--- config.mk ---
export PLATFORM = sky130hd
export DESIGN_NAME = grid_transposition_cipher
export DESIGN_NICKNAME = d
export VERILOG_FILES = /design/src/hw/rtl/gtc_pkg.sv /design/src/hw/rtl/gtc_div.sv /design/src/hw/rtl/gtc_datapath.sv /design/src/hw/rtl/gtc_ctrl.sv /design/src/hw/rtl/grid_transposition_cipher.sv
export SDC_FILE = /design/constraint.sdc
export NUM_CORES = 2
export LEC_CHECK = 0
export ABC_CLOCK_PERIOD_IN_PS = 8700
export BUFFER_PORTS_ARGS = -buffer_cell sky130_fd_sc_hd__buf_2
export CORE_MARGIN = 1
export CORE_UTILIZATION = 57
export CTS_CLUSTER_DIAMETER = 100
export DETAILED_ROUTE_END_ITERATION = 6
export GPL_ROUTABILITY_DRIVEN = 0
export PLACE_DENSITY = 0.87
export SLEW_MARGIN = 20
export SYNTH_ARGS = -nofsm -noshare
export SYNTH_HDL_FRONTEND = slang
export SYNTH_SLANG_ARGS = --single-unit
--- constraint.sdc ---
create_clock -name clk -period 8.7 [get_ports clk]
set_input_delay 0 -clock clk [delete_from_list [all_inputs] [get_ports clk]]
set_output_delay 0 -clock clk [all_outputs]
set_load 0.1 [all_outputs]
--- src/hw/rtl/gtc_pkg.sv ---
// ----------------------------------------------------------------------------
// gtc_pkg
// shared types and constants of the grid transposition cipher
// ----------------------------------------------------------------------------
package gtc_pkg;

	localparam int MAX_LEN_DEF  = 56;
	localparam int MAX_ROWS_DEF = 8;
	localparam int GRID_DEPTH   = 64;
	localparam int ADDR_W       = 6;
	localparam int CNT_W        = 7;
	localparam int ROWS_W       = 4;

	localparam logic [7:0]  PAD_CHAR    = 8'h78;
	localparam logic        MODE_RST    = 1'b0;
	localparam logic [3:0]  ROWS_RST    = 4'd4;
	localparam logic [63:0] SHIFTS_RST  = 64'h0000_0000_0301_0201;

	typedef struct packed {
		logic [7:0] in_char;
		logic       last_char;
	} item_t;

	typedef struct packed {
		logic [7:0] out_char;
		logic       has_char;
		logic       last_out;
		logic       overflow;
	} result_t;

	typedef enum logic [4:0] {
		OP_NONE,
		OP_LOAD,
		OP_PASS,
		OP_DIV_COLS,
		OP_SET_COLS,
		OP_DIV_SH,
		OP_SET_SH,
		OP_FILL_RD,
		OP_FILL_WR,
		OP_SW_RD,
		OP_SW_WA,
		OP_SW_WB,
		OP_UN_RD,
		OP_UN_WR,
		OP_ST_RD,
		OP_ST_DEC,
		OP_OUT_RD,
		OP_OUT_EM,
		OP_EMPTY
	} op_t;

	typedef struct packed {
		op_t op;
	} cmd_t;

	typedef struct packed {
		logic mode;
		logic rows_zero;
		logic div_busy;
		logic bad_len;
		logic col_last;
		logic row_last;
		logic sw_last;
		logic len_zero;
		logic is_x;
		logic out_last;
	} stat_t;

	typedef enum logic [4:0] {
		S_IDLE,
		S_SETUP,
		S_COLS_WAIT,
		S_SH_START,
		S_SH_WAIT,
		S_FILL_RD,
		S_FILL_WR,
		S_SW_RD,
		S_SW_WA,
		S_SW_WB,
		S_UN_RD,
		S_UN_WR,
		S_ST_RD,
		S_ST_CK,
		S_OUT_RD,
		S_OUT_EM,
		S_EMPTY
	} state_t;

endpackage

--- src/hw/rtl/gtc_div.sv ---
// ----------------------------------------------------------------------------
// gtc_div
// restoring divider, one quotient bit per cycle
// ----------------------------------------------------------------------------
module gtc_div (
	input  logic       clk,
	input  logic       arst_n,
	input  logic       start,
	input  logic [7:0] dividend,
	input  logic [5:0] divisor,
	output logic       busy,
	output logic [7:0] quo,
	output logic [5:0] rem
);

	logic [3:0] cnt_q;
	logic [5:0] rem_q;
	logic [7:0] quo_q;
	logic [5:0] div_q;
	logic [6:0] trial;
	logic [6:0] diff;
	logic       ge;

	assign trial = {rem_q, quo_q[7]};
	assign ge    = trial >= {1'b0, div_q};
	assign diff  = trial - {1'b0, div_q};

	always_ff @(posedge clk or negedge arst_n) begin
		if (!arst_n) begin
			cnt_q <= '0;
		end else if (start) begin
			cnt_q <= 4'd8;
		end else if (cnt_q != 4'd0) begin
			cnt_q <= cnt_q - 4'd1;
		end
	end

	always_ff @(posedge clk) begin
		if (start) begin
			rem_q <= '0;
			quo_q <= dividend;
			div_q <= divisor;
		end else if (cnt_q != 4'd0) begin
			rem_q <= ge ? diff[5:0] : trial[5:0];
			quo_q <= {quo_q[6:0], ge};
		end
	end

	assign busy = cnt_q != 4'd0;
	assign quo  = quo_q;
	assign rem  = rem_q;

endmodule

--- src/hw/rtl/gtc_datapath.sv ---
// ----------------------------------------------------------------------------
// gtc_datapath
// text and grid stores, loop counters and address arithmetic
// ----------------------------------------------------------------------------
module gtc_datapath #(
	parameter int MAX_LEN  = gtc_pkg::MAX_LEN_DEF,
	parameter int MAX_ROWS = gtc_pkg::MAX_ROWS_DEF
) (
	input  logic             clk,
	input  logic             arst_n,
	input  gtc_pkg::cmd_t    cmd,
	input  gtc_pkg::item_t   item,
	input  logic             cfg_mode,
	input  logic [3:0]       cfg_rows,
	input  logic [63:0]      cfg_shifts,
	output gtc_pkg::stat_t   stat,
	output logic             result_valid,
	output gtc_pkg::result_t result
);

	localparam logic [gtc_pkg::CNT_W-1:0]  LEN_LIM  = gtc_pkg::CNT_W'(MAX_LEN);
	localparam logic [gtc_pkg::ROWS_W-1:0] ROWS_LIM = gtc_pkg::ROWS_W'(MAX_ROWS);

	logic [7:0] text_mem [gtc_pkg::GRID_DEPTH];
	logic [7:0] grid_mem [gtc_pkg::GRID_DEPTH];

	logic [gtc_pkg::CNT_W-1:0]  n_q, len_q, idx_q;
	logic                       ovf_q, pass_q, neg_q;
	logic [gtc_pkg::ROWS_W-1:0] rows_q, rows_eff;
	logic [5:0]                 cols_q, sh_q, i_q, j_q;
	logic [7:0]                 text_rd_q, ga_q, gb_q;

	logic                       div_start, div_busy;
	logic [7:0]                 div_dividend, div_quo;
	logic [5:0]                 div_divisor, div_rem;
	logic [7:0]                 sbyte, mag;
	logic [5:0]                 rows6, rows_m1, cols_m1, half, cs, kk, new_cols;
	logic [6:0]                 cs_sum, k_sum;
	logic [12:0]                p_full, g_cr, g_csr, t_rcs, sw_a, sw_b;
	logic                       p_in;

	logic                       t_we, t_re, g_we, g_rea, g_reb;
	logic [gtc_pkg::ADDR_W-1:0] t_wa, t_ra, g_wa, g_ra, g_rb;
	logic [7:0]                 t_wd, g_wd;

	gtc_div u_div (
		.clk      (clk),
		.arst_n   (arst_n),
		.start    (div_start),
		.dividend (div_dividend),
		.divisor  (div_divisor),
		.busy     (div_busy),
		.quo      (div_quo),
		.rem      (div_rem)
	);

	assign rows_eff = (cfg_rows > ROWS_LIM) ? ROWS_LIM : cfg_rows;
	assign rows6    = 6'(rows_q);
	assign rows_m1  = rows6 - 6'd1;
	assign cols_m1  = cols_q - 6'd1;
	assign half     = cols_q >> 1;

	// signed shift byte of the current row, as magnitude and direction
	assign sbyte = cfg_shifts[8*i_q[2:0] +: 8];
	assign mag   = sbyte[7] ? (~sbyte + 8'd1) : sbyte;

	assign div_start    = (cmd.op == gtc_pkg::OP_DIV_COLS) || (cmd.op == gtc_pkg::OP_DIV_SH);
	assign div_dividend = (cmd.op == gtc_pkg::OP_DIV_COLS) ? {1'b0, n_q} : mag;
	assign div_divisor  = (cmd.op == gtc_pkg::OP_DIV_COLS) ? 6'(rows_eff) : cols_q;
	assign new_cols     = (!cfg_mode && div_rem != 6'd0) ? div_quo[5:0] + 6'd1 : div_quo[5:0];

	// column after rotation and partner column of the swap, both modulo cols
	assign cs_sum = {1'b0, j_q} + {1'b0, sh_q};
	assign cs     = (cs_sum >= {1'b0, cols_q}) ? 6'(cs_sum - {1'b0, cols_q}) : cs_sum[5:0];
	assign k_sum  = {1'b0, half} + {1'b0, i_q};
	assign kk     = (k_sum >= {1'b0, cols_q}) ? 6'(k_sum - {1'b0, cols_q}) : k_sum[5:0];

	assign p_full = 13'(i_q) * 13'(cols_q) + 13'(j_q);
	assign g_cr   = 13'(j_q) * 13'(rows6) + 13'(i_q);
	assign g_csr  = 13'(cs) * 13'(rows6) + 13'(i_q);
	assign t_rcs  = 13'(i_q) * 13'(cols_q) + 13'(cs);
	assign sw_a   = 13'(i_q) * 13'(rows6) + 13'(j_q);
	assign sw_b   = 13'(kk) * 13'(rows6) + 13'(rows_m1 - j_q);
	assign p_in   = p_full < 13'(n_q);

	// memory port selection
	always_comb begin
		t_we  = 1'b0;
		t_wa  = n_q[gtc_pkg::ADDR_W-1:0];
		t_wd  = item.in_char;
		t_re  = 1'b0;
		t_ra  = p_full[gtc_pkg::ADDR_W-1:0];
		g_we  = 1'b0;
		g_wa  = sw_a[gtc_pkg::ADDR_W-1:0];
		g_wd  = gb_q;
		g_rea = 1'b0;
		g_reb = 1'b0;
		g_ra  = sw_a[gtc_pkg::ADDR_W-1:0];
		g_rb  = sw_b[gtc_pkg::ADDR_W-1:0];
		case (cmd.op)
			gtc_pkg::OP_LOAD: begin
				t_we = n_q < LEN_LIM;
			end
			gtc_pkg::OP_UN_WR: begin
				t_we = 1'b1;
				t_wa = t_rcs[gtc_pkg::ADDR_W-1:0];
				t_wd = ga_q;
			end
			gtc_pkg::OP_FILL_RD: begin
				t_re = 1'b1;
			end
			gtc_pkg::OP_ST_RD: begin
				t_re = 1'b1;
				t_ra = 6'(len_q - 7'd1);
			end
			gtc_pkg::OP_OUT_RD: begin
				t_re  = 1'b1;
				t_ra  = idx_q[gtc_pkg::ADDR_W-1:0];
				g_rea = 1'b1;
				g_ra  = g_cr[gtc_pkg::ADDR_W-1:0];
			end
			gtc_pkg::OP_FILL_WR: begin
				g_we = 1'b1;
				g_wa = cfg_mode ? g_cr[gtc_pkg::ADDR_W-1:0] : g_csr[gtc_pkg::ADDR_W-1:0];
				g_wd = p_in ? text_rd_q : gtc_pkg::PAD_CHAR;
			end
			gtc_pkg::OP_SW_RD: begin
				g_rea = 1'b1;
				g_reb = 1'b1;
			end
			gtc_pkg::OP_SW_WA: begin
				g_we = 1'b1;
			end
			gtc_pkg::OP_SW_WB: begin
				g_we = 1'b1;
				g_wa = sw_b[gtc_pkg::ADDR_W-1:0];
				g_wd = ga_q;
			end
			gtc_pkg::OP_UN_RD: begin
				g_rea = 1'b1;
				g_ra  = g_cr[gtc_pkg::ADDR_W-1:0];
			end
			default: begin
			end
		endcase
	end

	always_ff @(posedge clk) begin
		if (t_we) begin
			text_mem[t_wa] <= t_wd;
		end
		if (t_re) begin
			text_rd_q <= text_mem[t_ra];
		end
	end

	always_ff @(posedge clk) begin
		if (g_we) begin
			grid_mem[g_wa] <= g_wd;
		end
		if (g_rea) begin
			ga_q <= grid_mem[g_ra];
		end
		if (g_reb) begin
			gb_q <= grid_mem[g_rb];
		end
	end

	// message length and overflow flag
	always_ff @(posedge clk or negedge arst_n) begin
		if (!arst_n) begin
			n_q   <= '0;
			ovf_q <= 1'b0;
		end else begin
			case (cmd.op)
				gtc_pkg::OP_LOAD: begin
					if (n_q < LEN_LIM) begin
						n_q <= n_q + 7'd1;
					end else begin
						ovf_q <= 1'b1;
					end
				end
				gtc_pkg::OP_OUT_EM: begin
					if (stat.out_last) begin
						n_q   <= '0;
						ovf_q <= 1'b0;
					end
				end
				gtc_pkg::OP_EMPTY: begin
					n_q   <= '0;
					ovf_q <= 1'b0;
				end
				default: begin
				end
			endcase
		end
	end

	// loop counters and per-message geometry
	always_ff @(posedge clk) begin
		case (cmd.op)
			gtc_pkg::OP_PASS: begin
				len_q  <= n_q;
				idx_q  <= '0;
				pass_q <= 1'b1;
			end
			gtc_pkg::OP_DIV_COLS: begin
				rows_q <= rows_eff;
			end
			gtc_pkg::OP_SET_COLS: begin
				cols_q <= new_cols;
				pass_q <= stat.bad_len;
				len_q  <= stat.bad_len ? n_q : 7'(rows6 * new_cols);
				idx_q  <= '0;
				i_q    <= '0;
				j_q    <= '0;
			end
			gtc_pkg::OP_DIV_SH: begin
				neg_q <= sbyte[7] ^ cfg_mode;
			end
			gtc_pkg::OP_SET_SH: begin
				if (div_rem == 6'd0) begin
					sh_q <= '0;
				end else begin
					sh_q <= neg_q ? cols_q - div_rem : div_rem;
				end
			end
			gtc_pkg::OP_FILL_WR: begin
				if (stat.col_last) begin
					if (stat.row_last) begin
						i_q <= cfg_mode ? cols_m1 : 6'd0;
						j_q <= cfg_mode ? rows_m1 : 6'd0;
					end else begin
						i_q <= i_q + 6'd1;
						j_q <= '0;
					end
				end else begin
					j_q <= j_q + 6'd1;
				end
			end
			gtc_pkg::OP_SW_WB: begin
				if (stat.sw_last) begin
					i_q <= '0;
					j_q <= '0;
				end else if (cfg_mode) begin
					if (j_q == 6'd0) begin
						j_q <= rows_m1;
						i_q <= i_q - 6'd1;
					end else begin
						j_q <= j_q - 6'd1;
					end
				end else begin
					if (j_q == rows_m1) begin
						j_q <= '0;
						i_q <= i_q + 6'd1;
					end else begin
						j_q <= j_q + 6'd1;
					end
				end
			end
			gtc_pkg::OP_UN_WR: begin
				if (stat.col_last) begin
					j_q <= '0;
					if (stat.row_last) begin
						i_q   <= '0;
						len_q <= n_q;
					end else begin
						i_q <= i_q + 6'd1;
					end
				end else begin
					j_q <= j_q + 6'd1;
				end
			end
			gtc_pkg::OP_ST_DEC: begin
				len_q <= len_q - 7'd1;
			end
			gtc_pkg::OP_OUT_EM: begin
				idx_q <= idx_q + 7'd1;
				if (stat.col_last) begin
					j_q <= '0;
					i_q <= i_q + 6'd1;
				end else begin
					j_q <= j_q + 6'd1;
				end
			end
			default: begin
			end
		endcase
	end

	always_comb begin
		stat.mode      = cfg_mode;
		stat.rows_zero = rows_eff == '0;
		stat.div_busy  = div_busy;
		stat.bad_len   = cfg_mode && (div_rem != 6'd0);
		stat.col_last  = j_q == cols_m1;
		stat.row_last  = i_q == rows_m1;
		stat.sw_last   = cfg_mode ? (i_q == 6'd0 && j_q == 6'd0)
		                          : (i_q == cols_m1 && j_q == rows_m1);
		stat.len_zero  = len_q == '0;
		stat.is_x      = text_rd_q == gtc_pkg::PAD_CHAR;
		stat.out_last  = idx_q == len_q - 7'd1;
	end

	assign result_valid = (cmd.op == gtc_pkg::OP_OUT_EM) || (cmd.op == gtc_pkg::OP_EMPTY);

	always_comb begin
		if (cmd.op == gtc_pkg::OP_EMPTY) begin
			result.out_char = '0;
			result.has_char = 1'b0;
			result.last_out = 1'b1;
		end else begin
			result.out_char = (pass_q || cfg_mode) ? text_rd_q : ga_q;
			result.has_char = 1'b1;
			result.last_out = stat.out_last;
		end
		result.overflow = ovf_q;
	end

endmodule

--- src/hw/rtl/gtc_ctrl.sv ---
// ----------------------------------------------------------------------------
// gtc_ctrl
// sequencer for load, geometry, fill, swaps, unrotate, strip and read-out
// ----------------------------------------------------------------------------
module gtc_ctrl (
	input  logic           clk,
	input  logic           arst_n,
	input  logic           start,
	input  logic           last,
	input  gtc_pkg::stat_t stat,
	output gtc_pkg::cmd_t  cmd,
	output logic           busy
);

	gtc_pkg::state_t state_q, state_d;

	always_ff @(posedge clk or negedge arst_n) begin
		if (!arst_n) begin
			state_q <= gtc_pkg::S_IDLE;
		end else begin
			state_q <= state_d;
		end
	end

	always_comb begin
		state_d = state_q;
		cmd.op  = gtc_pkg::OP_NONE;
		case (state_q)
			gtc_pkg::S_IDLE: begin
				if (start) begin
					cmd.op = gtc_pkg::OP_LOAD;
					if (last) begin
						state_d = gtc_pkg::S_SETUP;
					end
				end
			end
			gtc_pkg::S_SETUP: begin
				if (stat.rows_zero) begin
					cmd.op  = gtc_pkg::OP_PASS;
					state_d = gtc_pkg::S_OUT_RD;
				end else begin
					cmd.op  = gtc_pkg::OP_DIV_COLS;
					state_d = gtc_pkg::S_COLS_WAIT;
				end
			end
			gtc_pkg::S_COLS_WAIT: begin
				if (!stat.div_busy) begin
					cmd.op = gtc_pkg::OP_SET_COLS;
					if (stat.bad_len) begin
						state_d = gtc_pkg::S_OUT_RD;
					end else if (stat.mode) begin
						state_d = gtc_pkg::S_FILL_RD;
					end else begin
						state_d = gtc_pkg::S_SH_START;
					end
				end
			end
			gtc_pkg::S_SH_START: begin
				cmd.op  = gtc_pkg::OP_DIV_SH;
				state_d = gtc_pkg::S_SH_WAIT;
			end
			gtc_pkg::S_SH_WAIT: begin
				if (!stat.div_busy) begin
					cmd.op  = gtc_pkg::OP_SET_SH;
					state_d = stat.mode ? gtc_pkg::S_UN_RD : gtc_pkg::S_FILL_RD;
				end
			end
			gtc_pkg::S_FILL_RD: begin
				cmd.op  = gtc_pkg::OP_FILL_RD;
				state_d = gtc_pkg::S_FILL_WR;
			end
			gtc_pkg::S_FILL_WR: begin
				cmd.op = gtc_pkg::OP_FILL_WR;
				if (!stat.col_last) begin
					state_d = gtc_pkg::S_FILL_RD;
				end else if (stat.row_last) begin
					state_d = gtc_pkg::S_SW_RD;
				end else begin
					state_d = stat.mode ? gtc_pkg::S_FILL_RD : gtc_pkg::S_SH_START;
				end
			end
			gtc_pkg::S_SW_RD: begin
				cmd.op  = gtc_pkg::OP_SW_RD;
				state_d = gtc_pkg::S_SW_WA;
			end
			gtc_pkg::S_SW_WA: begin
				cmd.op  = gtc_pkg::OP_SW_WA;
				state_d = gtc_pkg::S_SW_WB;
			end
			gtc_pkg::S_SW_WB: begin
				cmd.op = gtc_pkg::OP_SW_WB;
				if (!stat.sw_last) begin
					state_d = gtc_pkg::S_SW_RD;
				end else begin
					state_d = stat.mode ? gtc_pkg::S_SH_START : gtc_pkg::S_OUT_RD;
				end
			end
			gtc_pkg::S_UN_RD: begin
				cmd.op  = gtc_pkg::OP_UN_RD;
				state_d = gtc_pkg::S_UN_WR;
			end
			gtc_pkg::S_UN_WR: begin
				cmd.op = gtc_pkg::OP_UN_WR;
				if (!stat.col_last) begin
					state_d = gtc_pkg::S_UN_RD;
				end else begin
					state_d = stat.row_last ? gtc_pkg::S_ST_RD : gtc_pkg::S_SH_START;
				end
			end
			gtc_pkg::S_ST_RD: begin
				if (stat.len_zero) begin
					state_d = gtc_pkg::S_EMPTY;
				end else begin
					cmd.op  = gtc_pkg::OP_ST_RD;
					state_d = gtc_pkg::S_ST_CK;
				end
			end
			gtc_pkg::S_ST_CK: begin
				if (stat.is_x) begin
					cmd.op  = gtc_pkg::OP_ST_DEC;
					state_d = gtc_pkg::S_ST_RD;
				end else begin
					state_d = gtc_pkg::S_OUT_RD;
				end
			end
			gtc_pkg::S_OUT_RD: begin
				cmd.op  = gtc_pkg::OP_OUT_RD;
				state_d = gtc_pkg::S_OUT_EM;
			end
			gtc_pkg::S_OUT_EM: begin
				cmd.op  = gtc_pkg::OP_OUT_EM;
				state_d = stat.out_last ? gtc_pkg::S_IDLE : gtc_pkg::S_OUT_RD;
			end
			gtc_pkg::S_EMPTY: begin
				cmd.op  = gtc_pkg::OP_EMPTY;
				state_d = gtc_pkg::S_IDLE;
			end
			default: begin
				state_d = gtc_pkg::S_IDLE;
			end
		endcase
	end

	assign busy = state_q != gtc_pkg::S_IDLE;

endmodule

--- src/hw/rtl/grid_transposition_cipher.sv ---
// ----------------------------------------------------------------------------
// grid_transposition_cipher
// buffers a message, then permutes it through a row/column grid and streams
// the result back one byte per result
// ----------------------------------------------------------------------------
//
// channel  | signals                                 | transfer
// ---------+-----------------------------------------+-----------------------------
// request  | start, busy, item                       | start high while busy low
// result   | result_valid, result                    | one cycle strobe, no stall
// config   | psel penable pwrite paddr pwdata prdata | write on access phase
//
// a byte that is not last is taken while busy stays low
// the last byte starts the run; each stripped pad byte costs strip steps but
//   saves its read-out; the grid swaps and the divider wait used once per
//   row for the shift dominate
// reset clears the sequencer, byte count and overflow flag and sets the config
//   defaults; the stores are undefined until written and need no clearing pass
// results cannot be stalled: each byte is shown for exactly one cycle
// ----------------------------------------------------------------------------
module grid_transposition_cipher #(
	parameter int MAX_LEN  = gtc_pkg::MAX_LEN_DEF,
	parameter int MAX_ROWS = gtc_pkg::MAX_ROWS_DEF
) (
	input  logic             clk,
	input  logic             arst_n,
	// configuration port
	input  logic             psel,
	input  logic             penable,
	input  logic             pwrite,
	input  logic [4:0]       paddr,
	input  logic [63:0]      pwdata,
	output logic [63:0]      prdata,
	output logic             pready,
	// request side
	input  logic             start,
	input  gtc_pkg::item_t   item,
	output logic             busy,
	// result side
	output logic             result_valid,
	output gtc_pkg::result_t result
);

	// register map, 64-bit registers on 8-byte spacing
	localparam logic [1:0] REG_MODE   = 2'd0;
	localparam logic [1:0] REG_ROWS   = 2'd1;
	localparam logic [1:0] REG_SHIFTS = 2'd2;

	logic            mode_q;
	logic [3:0]      rows_q;
	logic [63:0]     shifts_q;
	logic            wr_en;
	gtc_pkg::cmd_t   cmd;
	gtc_pkg::stat_t  stat;

	assign pready = 1'b1;
	assign wr_en  = psel && penable && pwrite;

	// configuration registers; the user must write them only while the block is idle, the block itself does not enforce it
	always_ff @(posedge clk or negedge arst_n) begin
		if (!arst_n) begin
			mode_q   <= gtc_pkg::MODE_RST;
			rows_q   <= gtc_pkg::ROWS_RST;
			shifts_q <= gtc_pkg::SHIFTS_RST;
		end else if (wr_en) begin
			case (paddr[4:3])
				REG_MODE:   mode_q   <= pwdata[0];
				REG_ROWS:   rows_q   <= pwdata[3:0];
				REG_SHIFTS: shifts_q <= pwdata;
				default: begin
				end
			endcase
		end
	end

	// read back
	always_comb begin
		case (paddr[4:3])
			REG_MODE:   prdata = {63'd0, mode_q};
			REG_ROWS:   prdata = {60'd0, rows_q};
			REG_SHIFTS: prdata = shifts_q;
			default:    prdata = '0;
		endcase
	end

	// sequencer: steps the datapath through each phase of the run
	gtc_ctrl u_ctrl (
		.clk    (clk),
		.arst_n (arst_n),
		.start  (start),
		.last   (item.last_char),
		.stat   (stat),
		.cmd    (cmd),
		.busy   (busy)
	);

	// stores, counters, divider and address arithmetic
	gtc_datapath #(
		.MAX_LEN  (MAX_LEN),
		.MAX_ROWS (MAX_ROWS)
	) u_dp (
		.clk          (clk),
		.arst_n       (arst_n),
		.cmd          (cmd),
		.item         (item),
		.cfg_mode     (mode_q),
		.cfg_rows     (rows_q),
		.cfg_shifts   (shifts_q),
		.stat         (stat),
		.result_valid (result_valid),
		.result       (result)
	);

endmodule

==> impl_metrics.csv <==
group,metric,value,unit
yosys,synth_area,61100,sq um
cts,cts_num_sinks,1198,
die,die_h,330,um
setup_path,max_stage_delay,730,ps
cts,numCtsBuffers,114,
die,rows,119,
placed_design,dp.final_hpwl,110000,um
flow_run,maxCapViolations,0,
yosys,yosysUniqueCellTypes,96,
yosys,syn_area_per_cell,13.8,sq um
setup_path,cp.required,9110,ps
routing,ant_nets,0,
sta,clock_skew,54.7,ps
yosys,synth-edff-count,1106,
die,design.core.area,106000,sq um
routing,drt_iter0_drc,7435,
grt,grt_max_degree,144,
yosys,netlist_instances,4422,
yosys,ys.flop_type,"edfxtp_1",
routing,wl_per_cell,28.3,um
sta,tightest_slew,1140,ps
sta,finalMaxSlewViolations,0,
yosys,ys_seq_elements,1198,
cts,htreeDepth,3,
yosys,ys_seq_area_share,58.0,%
grt,use_met2,51.0,%
run_status,status,"finished with violations",
run_status,violations,"DRC",
routing,vias_per_cell,6.91,
final_layout,fillCellCount,6799,
final_layout,drive_gt1_share,18.8,%
setup_path,worstPathArrival,8780,ps
final_layout,layout_common_cells,"edfxtp_1 (1106), nand2_1 (572), mux4_2 (273)",
sta,rsz0062_at_grt,"false",
routing,drc,6,
sta,finalHoldViolations,0,
die,die_area,109000,sq um
final_layout,post-route-util,64.8,%
grt,grt_first_pass_wirelength,260000,um
setup_path,cp_max_fo,9,
setup_path,end_kind,"flop",
sta,timing.fmax,0.119,GHz
die,io_pins,162,
sta,post-route-period-util,96.2,%
setup_path,critPathLaunchType,"flop",
sta,period_minus_slack,8370,ps
routing,first_pass_iters,7,
cts,insertion_delay,730,ps
setup_path,cpMaxStageDelayCell,"nor2_1",
final_layout,final_common_cell,"edfxtp_1",
grt,grt_usage,32.1,%
grt,busiest_layer,"met2",
routing,finalWirelength,175000,um
grt,gr-usage-met3,8.88,%
cts,cts_root_buffer,"clkbuf_16",
sta,max_slew_margin,24.0,%
cts,cts_tree,"done",
routing,vias,42734,
sta,setup_viol,0,
worst_hold_path,hold_class,"input port to flop",
grt,grt_pass1_vias,42217,
setup_path,path_class,"flop to flop",
yosys,yosys_warnings,0,
sta,fin_setup_tns,0,ps
placed_design,portBuffers,157,
yosys,syn_nets,4702,
final_layout,nets,4970,
final_layout,syn2layout_area_growth,12.2,%
yosys,synth-async-reset-ratio,7.18,%
die,die_w,330,um
die,initial_utilization,57.8,%
grt,grt_util_met1,39.3,%
grt,antenna_found_initial,14,
cts,clk_pin_slew,70,ps
cts,cts.path.max_buffers,3,
grt,gr-total-overflow,0,
-- layout make-up --
cell class | instances | area (sq um) | share of cell area (%)
Sequential cell | 1198 | 35500 | 51.7
Multi-Input combinational cell | 2805 | 23900 | 34.9
Clock buffer | 141 | 3070 | 4.47
Timing Repair Buffer | 407 | 3020 | 4.40
Tap cell | 1391 | 1740 | 2.54
Clock inverter | 69 | 709 | 1.03
Inverter | 164 | 616 | 0.897
Antenna cell | 6 | 15.0 | 0.0219
-- stage by stage --
stage	instances	setup slack, ps	cell area, sq um	hold slack [ps]
final	6181	328	68600	40.6
after global routing	6175	85.3	68600	56.6
after CTS	6164	410	68500	12.5
after detailed placement	5859	555	63700	-60.8
after global placement	5858	834	63700	-65.9
after floorplan	4422	234	61100	-296
-- state kept, by name (all words and copies together) (netlist names), 7 cells and up --
name,count
u_dp.idx_q,7
u_dp.gb_q,8
u_dp.grid_mem,512
u_dp.u_div.quo,8
u_dp.len_q,7
shifts_q,64
u_dp.ga_q,8
u_dp.n_q,7
u_dp.text_mem,512
u_dp.text_rd_q,8
-- critical path, delay by kind of cell, from the launching register on --
kind                       cells  cell delay (ps)
DFF                            1              400
and+or+nand+nor                7             2010
buffers and inverters          3              380
AOI/OAI and AO/OA              7             1830
adders and majority gates      8             3380
-- per-layer routing --
layer	up-vias	share of wire, %
li1	17441	-
met1	20860	33
met2	3544	47
met3	871	13
met4	18	7.2
met5	-	0.10
-- path summary, 6_finish.rpt --
| check | start | to | slack, ps | cells after the start |
|---|---|---|---|---|
| min in group asynchronous | arst_n | rows_q[0] | 360 | 4 |
| max reg2reg | u_dp.cols_q[1] | u_dp.grid_mem[7][1] | 330 | 25 |
| min | pwdata[47] | shifts_q[47] | 40 | 3 |
| max | u_dp.cols_q[1] | u_dp.grid_mem[7][1] | 330 | 25 |
| min reg2reg | u_dp.u_div.rem[5] | u_dp.u_div.rem[5] | 520 | 2 |
| max in group asynchronous | arst_n | shifts_q[52] | 7530 | 4 |
-- cells by family (layout without fill, tap and decap cells) --
kind of cell	after synthesis	in the layout	synth area share, %
AOI/OAI and AO/OA	683	683	7.96
muxes	536	536	14.5
adders and majority gates	196	196	4.87
other	2	8	0.0123
xor gates and xnor gates	144	144	2.20
buffers and inverters	419	781	3.09
and+or+nand+nor	1244	1244	9.30
DFF	1198	1198	58.0
-- synth_stat cells, drive strengths merged (51+ instances only) --
library cell  instances  area (sq um)
edfxtp             1106         33200
inv                 159           597
dfrtp                80          2000
nor3                 65           335
clkbuf              144           541
xnor2                98           858
nor2b                51           319
o21ai               105           526
a221oi               64           611
a21oi               184           921
buf                 111           736
mux2                 77           867
nand2               580          2180
nor2                221           832
fa                   70          1400
mux2i               186          1860
and2                113           707
mux4                273          6150
nand3                97           485
ha                  126          1580
-- timing repair --
| item | in CTS | in global routing |
|---|---|---|
| endpoints found under the hold margin | 161 | 0 |
| gates resized for setup | 0 | 2 |
| hold buffers | 95 | 0 |
| setup buffers | 0 | 10 |
| endpoints found under the setup margin | 0 | 337 |
Power is left out: the tool's default activity adds up to more than one toggle a clock period on the data nets, which glitch-free logic cannot reach.
